## src/arp_pkg.sv

```systemverilog
`default_nettype none

package arp_pkg;

    localparam int IP_W  = 32;
    localparam int MAC_W = 48;
    localparam int LEN_W = 11;
    localparam int OP_W  = 16;

    typedef logic [IP_W-1:0]  ip_t;
    typedef logic [MAC_W-1:0] mac_t;
    typedef logic [LEN_W-1:0] len_t;
    typedef logic [OP_W-1:0]  opcode_t;

    // One table slot as it is kept in the entry memory.
    typedef struct packed {
        ip_t  ip;
        mac_t mac;
    } entry_t;

    // Values of the action input.
    localparam logic ACT_PACKET = 1'b0;
    localparam logic ACT_LOOKUP = 1'b1;

    // Shortest ARP payload that is processed.
    localparam len_t MIN_ARP_LEN = len_t'(28);

    // ARP opcode of a request.
    localparam opcode_t OP_REQUEST = opcode_t'(1);

endpackage

`default_nettype wire

```

## src/arp_cache_learn_and_reply.sv

```systemverilog
`default_nettype none

// ARP cache with learning and reply detection. The block accepts one item
// (a received ARP packet or a lookup) when start is high and busy is low,
// and answers every item with exactly one result, marked by a one-cycle
// done pulse; the receiver cannot stall, so the result ports must be
// sampled in that cycle. The IP/MAC pairs live in a single-port-read,
// single-port-write memory of ENTRIES words with a registered read port;
// only the valid bits are flip-flops, and reset clears them at once, so no
// clearing pass is needed. An item walks the memory one slot per cycle,
// from the lowest slot up, and stops at the first qualifying slot; the
// read data is registered before it is compared. A packet shorter than
// 28 bytes is answered in the cycle after it is accepted. A pair is
// written back in the same cycle that its result is registered; the
// next item issues its first read only after it is accepted, so reads
// never overlap a pending write. The own_ip register is written through
// the cfg channel, which is ready whenever the block is idle.
module arp_cache_learn_and_reply #(
    parameter int ENTRIES = 16
) (
    input  wire logic             clk,
    input  wire logic             rst_n,
    // Item transfer.
    input  wire logic             start,
    output logic                  busy,
    input  wire logic             action,
    input  wire arp_pkg::len_t    packet_length,
    input  wire arp_pkg::opcode_t arp_operation,
    input  wire arp_pkg::ip_t     src_ip,
    input  wire arp_pkg::mac_t    src_mac,
    input  wire arp_pkg::ip_t     dst_ip,
    input  wire arp_pkg::ip_t     query_ip,
    // Result transfer.
    output logic                  done,
    output logic                  found,
    output arp_pkg::mac_t         found_mac,
    output logic                  learned,
    output logic                  table_full,
    output logic                  send_reply,
    output arp_pkg::ip_t          reply_ip,
    output arp_pkg::mac_t         reply_mac,
    // Configuration transfer: own IP address.
    input  wire logic             cfg_valid,
    output logic                  cfg_ready,
    input  wire arp_pkg::ip_t     cfg_data
);

    import arp_pkg::*;

    localparam int IDX_W = (ENTRIES > 1) ? $clog2(ENTRIES) : 1;
    localparam int CNT_W = $clog2(ENTRIES + 1);
    localparam logic [CNT_W-1:0] CNT_END  = CNT_W'(ENTRIES);
    localparam logic [IDX_W-1:0] IDX_LAST = IDX_W'(ENTRIES - 1);

    typedef enum logic {
        ST_IDLE,
        ST_SCAN
    } state_t;

    state_t             state_reg, state_next;
    ip_t                own_ip_reg, own_ip_next;
    logic [ENTRIES-1:0] valid_reg, valid_next;

    // Item held during the scan.
    logic               lookup_reg, lookup_next;
    ip_t                key_ip_reg, key_ip_next;
    mac_t               key_mac_reg, key_mac_next;
    logic               reply_reg, reply_next;

    // Read issue stage.
    logic [CNT_W-1:0]   iss_cnt_reg, iss_cnt_next;
    logic               iss_en;
    logic [IDX_W-1:0]   iss_idx;

    // Compare stage, aligned with the memory read data.
    logic               cmp_vld_reg, cmp_vld_next;
    logic [IDX_W-1:0]   cmp_idx_reg, cmp_idx_next;
    logic               cmp_ev_reg, cmp_ev_next;
    logic               cmp_last_reg, cmp_last_next;
    logic               cmp_hit;

    // Result registers.
    logic               done_reg, done_next;
    logic               found_reg, found_next;
    mac_t               found_mac_reg, found_mac_next;
    logic               learned_reg, learned_next;
    logic               full_reg, full_next;
    logic               send_reg, send_next;
    ip_t                rip_reg, rip_next;
    mac_t               rmac_reg, rmac_next;

    // Entry memory.
    entry_t             mem [ENTRIES];
    entry_t             rd_data_reg;
    logic               wr_en;
    entry_t             wr_data;

    logic               accept;

    assign accept    = start && (state_reg == ST_IDLE);
    assign busy      = (state_reg != ST_IDLE);
    assign cfg_ready = (state_reg == ST_IDLE);

    assign iss_en  = (state_reg == ST_SCAN) && (iss_cnt_reg != CNT_END);
    assign iss_idx = iss_cnt_reg[IDX_W-1:0];

    // A lookup needs a valid slot with the key; learning takes an empty slot
    // or one that already holds the sender IP.
    always_comb
    begin
        if (lookup_reg)
        begin
            cmp_hit = cmp_ev_reg && (rd_data_reg.ip == key_ip_reg);
        end
        else
        begin
            cmp_hit = !cmp_ev_reg || (rd_data_reg.ip == key_ip_reg);
        end
    end

    assign wr_data.ip  = key_ip_reg;
    assign wr_data.mac = key_mac_reg;

    always_comb
    begin
        state_next     = state_reg;
        own_ip_next    = own_ip_reg;
        valid_next     = valid_reg;
        lookup_next    = lookup_reg;
        key_ip_next    = key_ip_reg;
        key_mac_next   = key_mac_reg;
        reply_next     = reply_reg;
        iss_cnt_next   = iss_cnt_reg;
        cmp_vld_next   = 1'b0;
        cmp_idx_next   = cmp_idx_reg;
        cmp_ev_next    = cmp_ev_reg;
        cmp_last_next  = cmp_last_reg;
        done_next      = 1'b0;
        found_next     = found_reg;
        found_mac_next = found_mac_reg;
        learned_next   = learned_reg;
        full_next      = full_reg;
        send_next      = send_reg;
        rip_next       = rip_reg;
        rmac_next      = rmac_reg;
        wr_en          = 1'b0;

        if (cfg_valid && cfg_ready)
        begin
            own_ip_next = cfg_data;
        end

        case (state_reg)
            ST_IDLE:
            begin
                if (accept)
                begin
                    lookup_next  = (action == ACT_LOOKUP);
                    key_ip_next  = (action == ACT_LOOKUP) ? query_ip : src_ip;
                    key_mac_next = src_mac;
                    reply_next   = (arp_operation == OP_REQUEST) &&
                                   (dst_ip == own_ip_reg);
                    iss_cnt_next = '0;
                    if ((action == ACT_PACKET) && (packet_length < MIN_ARP_LEN))
                    begin
                        // Short packet: nothing changes, all-zero result.
                        done_next      = 1'b1;
                        found_next     = 1'b0;
                        found_mac_next = '0;
                        learned_next   = 1'b0;
                        full_next      = 1'b0;
                        send_next      = 1'b0;
                        rip_next       = '0;
                        rmac_next      = '0;
                    end
                    else
                    begin
                        state_next = ST_SCAN;
                    end
                end
            end

            ST_SCAN:
            begin
                if (iss_en)
                begin
                    iss_cnt_next  = iss_cnt_reg + CNT_W'(1);
                    cmp_vld_next  = 1'b1;
                    cmp_idx_next  = iss_idx;
                    cmp_ev_next   = valid_reg[iss_idx];
                    cmp_last_next = (iss_idx == IDX_LAST);
                end

                if (cmp_vld_reg && (cmp_hit || cmp_last_reg))
                begin
                    state_next     = ST_IDLE;
                    cmp_vld_next   = 1'b0;
                    done_next      = 1'b1;
                    found_next     = 1'b0;
                    found_mac_next = '0;
                    learned_next   = 1'b0;
                    full_next      = 1'b0;
                    send_next      = 1'b0;
                    rip_next       = '0;
                    rmac_next      = '0;
                    if (lookup_reg)
                    begin
                        if (cmp_hit)
                        begin
                            found_next     = 1'b1;
                            found_mac_next = rd_data_reg.mac;
                        end
                    end
                    else
                    begin
                        if (cmp_hit)
                        begin
                            wr_en                   = 1'b1;
                            valid_next[cmp_idx_reg] = 1'b1;
                            learned_next            = 1'b1;
                        end
                        else
                        begin
                            full_next = 1'b1;
                        end
                        if (reply_reg)
                        begin
                            send_next = 1'b1;
                            rip_next  = key_ip_reg;
                            rmac_next = key_mac_reg;
                        end
                    end
                end
            end

            default:
            begin
                state_next = ST_IDLE;
            end
        endcase
    end

    always_ff @(posedge clk or negedge rst_n)
    begin
        if (!rst_n)
        begin
            state_reg   <= ST_IDLE;
            own_ip_reg  <= '0;
            valid_reg   <= '0;
            iss_cnt_reg <= '0;
            cmp_vld_reg <= 1'b0;
            done_reg    <= 1'b0;
        end
        else
        begin
            state_reg   <= state_next;
            own_ip_reg  <= own_ip_next;
            valid_reg   <= valid_next;
            iss_cnt_reg <= iss_cnt_next;
            cmp_vld_reg <= cmp_vld_next;
            done_reg    <= done_next;
        end
    end

    always_ff @(posedge clk)
    begin
        lookup_reg    <= lookup_next;
        key_ip_reg    <= key_ip_next;
        key_mac_reg   <= key_mac_next;
        reply_reg     <= reply_next;
        cmp_idx_reg   <= cmp_idx_next;
        cmp_ev_reg    <= cmp_ev_next;
        cmp_last_reg  <= cmp_last_next;
        found_reg     <= found_next;
        found_mac_reg <= found_mac_next;
        learned_reg   <= learned_next;
        full_reg      <= full_next;
        send_reg      <= send_next;
        rip_reg       <= rip_next;
        rmac_reg      <= rmac_next;
    end

    // Entry memory: one write port, one registered read port.
    always_ff @(posedge clk)
    begin
        if (wr_en)
        begin
            mem[cmp_idx_reg] <= wr_data;
        end
        if (iss_en)
        begin
            rd_data_reg <= mem[iss_idx];
        end
    end

    assign done       = done_reg;
    assign found      = found_reg;
    assign found_mac  = found_mac_reg;
    assign learned    = learned_reg;
    assign table_full = full_reg;
    assign send_reply = send_reg;
    assign reply_ip   = rip_reg;
    assign reply_mac  = rmac_reg;

    // An accepted item is either being scanned or answered in the next cycle.
    a_accept_progress: assert property (@(posedge clk) disable iff (!rst_n)
        accept |=> (busy || done))
        else $error("accepted item neither scanned nor answered");

    // A result never mixes lookup fields with packet fields.
    a_result_kind: assert property (@(posedge clk) disable iff (!rst_n)
        done |-> !(found && (learned || table_full || send_reply)))
        else $error("lookup and packet results mixed");

    // A pair is either learned or rejected as table full, never both.
    a_learn_full: assert property (@(posedge clk) disable iff (!rst_n)
        done |-> !(learned && table_full))
        else $error("learned and table_full both set");

    // The memory is written only for a packet that ends its scan.
    a_write_ctx: assert property (@(posedge clk) disable iff (!rst_n)
        wr_en |-> ((state_reg == ST_SCAN) && !lookup_reg && cmp_vld_reg))
        else $error("entry memory written outside a packet scan");

endmodule

`default_nettype wire
```

## config.mk

```make
export PLATFORM = sky130hd
export DESIGN_NAME = arp_cache_learn_and_reply
export DESIGN_NICKNAME = d
export VERILOG_FILES = /design/src/arp_pkg.sv /design/src/arp_cache_learn_and_reply.sv
export SDC_FILE = /design/constraint.sdc
export NUM_CORES = 1
export LEC_CHECK = 0
export BUFFER_PORTS_ARGS = -buffer_cell sky130_fd_sc_hd__buf_2
export CAP_MARGIN = 20
export CORE_UTILIZATION = 45
export DETAILED_ROUTE_END_ITERATION = 8
export SKIP_LAST_GASP = 1
export SYNTH_ARGS = -nofsm -noshare
export SYNTH_HDL_FRONTEND = slang
export SYNTH_SLANG_ARGS = --single-unit
```

## constraint.sdc

```tcl
create_clock -name clk -period 19.8 [get_ports clk]
set_clock_uncertainty 0.05 [all_clocks]
set_input_delay 0.99 -clock clk [delete_from_list [all_inputs] [get_ports clk]]
set_output_delay 0.99 -clock clk [all_outputs]
set_load 0.1 [all_outputs]
```

* Word level (Yosys, flattened, before mapping) *
Memory sizes are Yosys's and may differ from the RTL's. A register that Yosys moved wholly into a read port is not among the register bits.
Cells that the tools add are included.

storage, ports and cells
  bits of input ports = 208
  RAM bits = 1,280
  flip-flop bits (word level) = 276
  output and inout bits = 135
  memories kept = 1

memory list
  name  depth  bits a word  read ports  clocked after Yosys merged registers in  wr ports  RTL line                         source
  mem   16     80           1           1                                        1         arp_cache_learn_and_reply.sv:93  entry_t mem [ENTRIES];

cells by class
  mux-type cells = 57
  equality and inequality tests = 9
  add/subtract/negate cells = 1
  reduce and logical (&&, ||, !) cells = 16
  $lt $le $gt $ge = 4
  bitwise logic cells = 4

operator list
  operator                                                           number
  two-way mux 48 bit                                                 8
  two-way mux 32 bit                                                 6
  case mux 48 bit (2 select lines)                                   2
  equality test 32 bit                                               2
  case mux 32 bit (2 select lines)                                   1
  two-way mux 1 bit                                                  29
  equality test 16 x 1 -> 1 bit, second input constant               1
  bitwise OR 16 bit                                                  1
  case mux 1 bit (2 select lines)                                    6
  less-than comparator 11 x 5 -> 1 bit, second input constant        1
  less-than comparator 4 x 5 -> 1 bit, second input constant         2
  two-way mux 5 bit                                                  2
  case mux 5 bit (2 select lines)                                    1
  logical AND 1 bit                                                  8
  inequality test 2 x 1 -> 1 bit, second input constant              4
  AND reduction 2 bit                                                3
  adder 5 x 1 -> 5 bit, second input constant                        1
  inequality test 5 bit, second input constant                       1
  binary-select mux 1 bit (select 4 bit)                             1
  demux 1 bit (select 4 bit)                                         1
  equality test 4 bit, second input constant                         1
  greater-or-equal comparator 4 x 1 -> 1 bit, second input constant  1
  AND reduction 4 bit                                                1
  NOT 1 bit                                                          3
  3 further kinds                                                    4

* Depth between registers and ports, before layout *
  word-level depth = 9
  gate-level depth with buffers = 11
  depth with buffers taken out = 8

* Worst setup path after synthesis *
No wires, ideal clock.

  path kind = reg-to-reg
  from = register state_reg (netlist: busy)
  to = memory mem[3][0] (netlist name), enable pin
  arrival time = 7.682 ns
  slack = 11.452 ns
  stages on the path, launching flop included = 6
  setup time = 0.616 ns
  path buffers = 1
  period minus slack after synthesis = 8.348 ns
  path through = dfrtp_1 > clkbuf_1 > inv_1 > nor2_1 > nand3_1 > nor3_1

between the ends
  longest elaborated chain between the ends = 3

ends and longest elaborated chain
  what                                     RTL line                          source
  from (decl)                              arp_cache_learn_and_reply.sv:60   state_t state_reg, state_next;
  from (signal assigned)                   arp_cache_learn_and_reply.sv:256  state_reg <= state_next;
  two-way mux 1 bit                        arp_cache_learn_and_reply.sv:153  case (state_reg)
  two-way mux 1 bit                        arp_cache_learn_and_reply.sv:286  if (wr_en)
  two-way mux 1 bit (implied by the code)  arp_cache_learn_and_reply.sv:288  mem[cmp_idx_reg] <= wr_data;
  to (decl)                                arp_cache_learn_and_reply.sv:93

No other way between the ends.

* Final worst setup path *
  from = register key_ip_reg[5]
  to = register rmac_reg[24] (netlist: reply_mac[24]), enable pin

between the ends
  longest elaborated chain between the ends = 7

ends and longest elaborated chain
  what                                                          RTL line                                                            source
  from (decl)                                                   arp_cache_learn_and_reply.sv:66                                     ip_t key_ip_reg, key_ip_next;
  from (signal assigned)                                        arp_cache_learn_and_reply.sv:268                                    key_ip_reg <= key_ip_next;
  equality test 32 bit *                                        arp_cache_learn_and_reply.sv:113, arp_cache_learn_and_reply.sv:117
  logical OR 1 bit / logical AND 1 bit (equally long branches)  arp_cache_learn_and_reply.sv:117, arp_cache_learn_and_reply.sv:113
  two-way mux 1 bit *                                           arp_cache_learn_and_reply.sv:111                                    if (lookup_reg)
  logical OR 1 bit *                                            arp_cache_learn_and_reply.sv:194                                    if (cmp_vld_reg && (cmp_hit || cmp_last_reg))
  logical AND 1 bit *                                           arp_cache_learn_and_reply.sv:194
  inequality test 2 x 1 -> 1 bit (no line) *                    -
  AND reduction 3 bit (no line) *                               -
  to (signal assigned)                                          arp_cache_learn_and_reply.sv:280                                    rmac_reg <= rmac_next;
  to (decl)                                                     arp_cache_learn_and_reply.sv:90                                     mac_t rmac_reg, rmac_next;

Every way passes the cells marked *; elsewhere a longest branch is shown, timed or not.
A chain may end at the register's enable or synchronous reset.

==> results.md <==
* Count of cell types in the netlist at 43
* Initial antenna violation count at 5
* Cell Rows at 135
* Drt wl/cell at 28.3 µm
* CTS tree: yes
* Synth Area in XOR/XNOR at 0.00953
* Chip Height at 372 µm
* Worst reg2reg path depth at 7
* Grt ovf at 0
* Leak Pwr at 23.1 nW
* Synthesized area per cell at 24.0 µm²
* Compound-gate portion of the synthesized area at 0.00325
* Highest Clock Rate at 194 MHz
* RSZ-0062 raised after global routing: false
* P per Cell Area at 144 mW/mm²
* Slew HR at 0.271
* Clock-pin slew on the worst setup and hold paths at 0.07 ns
* Final core occ at 0.522
* Buffers added on ports at 340
* Count of final setup violators at 0
* Switching portion of total power at 0.305
* # IOs at 343
* Inserted Clock Buffers at 168
* Setup TNS at 0 ns
* Cell area after layout at 0.0709 mm²
* Post-Syn Area at 0.0616 mm²
* CP Max Fanout at 52
* GRT Overall Usage at 0.205
* Insertion delay to the later sink of the worst-skew pair at 0.79 ns
* Min Clock Period, post-route at 5.16 ns
* Main combinational cell family by area after synthesis: multiplexers
* Clk root buf: clkbuf_16
* Number of setup buffers added after CTS at 0
* RR Startpoint: key_ip_reg[5]
* Number of detailed-route iterations in the first pass at 5
* Largest net degree at the start of global routing at 161
* Mapped Cells at 2561
* Die area at 0.138 mm²
* Hold WC Path Type: in -> async
* Hold Buf Count CTS at 0
* Share of cells above drive strength 1 at 0.357
* Max reg flops at 1280
* Max Slew Vio Count at 0
* Nature of the critical path startpoint: flop
* Worst Tran Pin Value at 1.09 ns
* RePlAce Congestion at 0.761
* Fin. Hold Viols at 0
* Flop pwr share at 0.453
* Die span in x at 372 µm
* Met3 wire len at 8340 µm
* Htree depth at 4
* Post-Place Cell Area at 0.0655 mm²
* Number of global-route vias before repair at 29600
* Area Overhead vs Synth at 15.1%
* Max-cap check violation count at 0
* Vias at 28000
* Top routing layer used: met4
* Clock power share at 0.303
* Final antenna-violating net count at 0
* Wl on met1 at 57800 µm
* Post-synthesis mux area share at 0.161
* Net count after synthesis at 2771
* Routed met2 length at 70900 µm
* Post-DP HPWL at 70300 µm
* Critical setup path kind: reg -> reg
* Count of state elements after synthesis at 1636
* Max clock buf depth at 3
* Psw at 3.10 mW
* Fillers at 10400
* Post-layout nets at 3211
* CP Data Arrival Time at 5.53 ns
* Vias/cell at 5.69
* Std-Cell Core Area at 0.136 mm²
* Post-Route WL at 140000 µm
* Starting DRC count in detailed routing at 2608
* Number of remaining DRC errors at 0
* Max IR drop VDD at 0.118 mV
* Combinational share of power at 0.244
* Synth Warn # at 0
* Register area at 0.0489 mm²
* Synth Area in Simple Gates at 0.0205
* Final worst path period share at 0.261
* Cell Int Power at 7.07 mW
* Initial Util at 0.454
* CP Capture Type: flop
* Number of antenna diodes at 0
* Clk sink count at 1636
* First-pass GRT wire length at 201000 µm
* Status: complete, no violations
* Synth Area in Adders at 0.000406
* Critical Path RT at 20.17 ns
* Multi-input gate area at 0.0121 mm²
* Critical R2R Capture: reply_mac[24]
* R2r setup slk at 14.64 ns
* Post-CTS resize count at 0
* Register area share after synthesis at 0.793
==> worst max-delay path by stage <==
stage,endpoint,start,slack [ns],cells past startpoint
after CTS,reply_mac[24],key_ip_reg[5],14.51,7
after floorplan,mem[3][0],busy,11.45,5
after global routing,reply_mac[27],key_ip_reg[5],14.38,7
after global placement,mem[7][15],key_ip_reg[5],14.66,7
final,reply_mac[24],key_ip_reg[5],14.64,7
after detailed placement,reply_mac[24],key_ip_reg[5],14.52,7
==> Yosys cell counts (all sizes together) <==
master | count | area share
edfxtp | 1580 | 0.77
mux4 | 405 | 0.15
and3 | 83 | 0.0084
buf | 71 | 0.0074
mux2 | 64 | 0.012
clkbuf | 58 | 0.0035
dfrtp | 56 | 0.023
and2 | 50 | 0.0051
xnor2 | 37 | 0.0053
xor2 | 30 | 0.0043
inv | 21 | 0.0013
nor3 | 16 | 0.0013
o31ai | 16 | 0.0020
nor4 | 14 | 0.0016
nand2 | 12 | 0.00073
nand4 | 11 | 0.0011
nor2 | 11 | 0.00067
nand3 | 5 | 0.00041
a32o | 2 | 0.00033
ha | 2 | 0.00041
nand3b | 2 | 0.00024
a21boi | 1 | 0.00012
a21oi | 1 | 0.000081
a221o | 1 | 0.00016
a311o | 1 | 0.00016
a31oi | 1 | 0.00010
nand2b | 1 | 0.00010
nand4bb | 1 | 0.00018
nor2b | 1 | 0.00010
nor4b | 1 | 0.00014
o21ai | 1 | 0.000081
o21bai | 1 | 0.00012
o32ai | 1 | 0.00014
or2 | 1 | 0.00010
or3 | 1 | 0.00010
or3b | 1 | 0.00014
==> power groups by stage <==
stage / clock network [mW] / registers [mW] / logic, mW
floorplan: 0 / 5.13 / 1.48
global placement: 0 / 4.66 / 2.49
detailed placement: 0 / 4.69 / 2.52
CTS: 3.14 / 4.62 / 2.53
global route: 3.27 / 4.66 / 2.63
finish: 3.08 / 4.61 / 2.48
==> logic make-up after synthesis <==
kind of cell	Yosys count
buffers and inverters	150
XOR/XNOR	67
flip-flops	1636
adder cells (fa/ha/maj)	2
AO/OA/AOI/OAI	26
multiplexers	469
AND/OR/NAND/NOR	211
==> routing by layer <==
| metal | vias up | GRT usage |
|---|---|---|
| met5 | - | 0 |
| met1 | 15200 | 0.276 |
| met4 | 0 | 0.0497 |
| met2 | 906 | 0.347 |
| li1 | 11800 | - |
| met3 | 177 | 0.0375 |
==> worst max-delay path: stages, from the launching register on <==
cell	delay [ns]
edfxtp_1	0.65
xnor2_1	0.49
nand4_1	0.25
nor4_2	0.90
a311o_1	0.36
a32o_4	0.67
buf_4	0.63
buf_4	0.65
==> layout make-up <==
class	instances	area share
clock inverter	109	0.0138
clock buffer	204	0.0621
inverter	21	0.00129
sequential	1636	0.689
timing repair buffer	399	0.0311
tap	1781	0.0314
multi-input combinational	775	0.171
==> through the flow <==
stage	hold slack, ns	worst slack [ns]	total power, mW	cells
2_1_floorplan	0.381	11.45	6.61	2561
3_3_place_gp	0.393	14.66	7.15	4611
3_5_place_dp	0.402	14.52	7.21	4611
4_1_cts	0.239	14.51	10.3	4924
5_1_grt	0.265	14.38	10.6	4925
6_report	0.293	14.64	10.2	4925
==> placed cells by master (no fill, tap or decap), drive strengths merged, types with 16 or more instances in the layout <==
master	count
and2	50
inv	35
dfrtp	56
xor2	30
clkinv	77
and3	83
mux4	405
o31ai	16
buf	399
xnor2	37
mux2	64
clkbuf	204
nor3	16
edfxtp	1580
(Power assumes the default switching activity.)
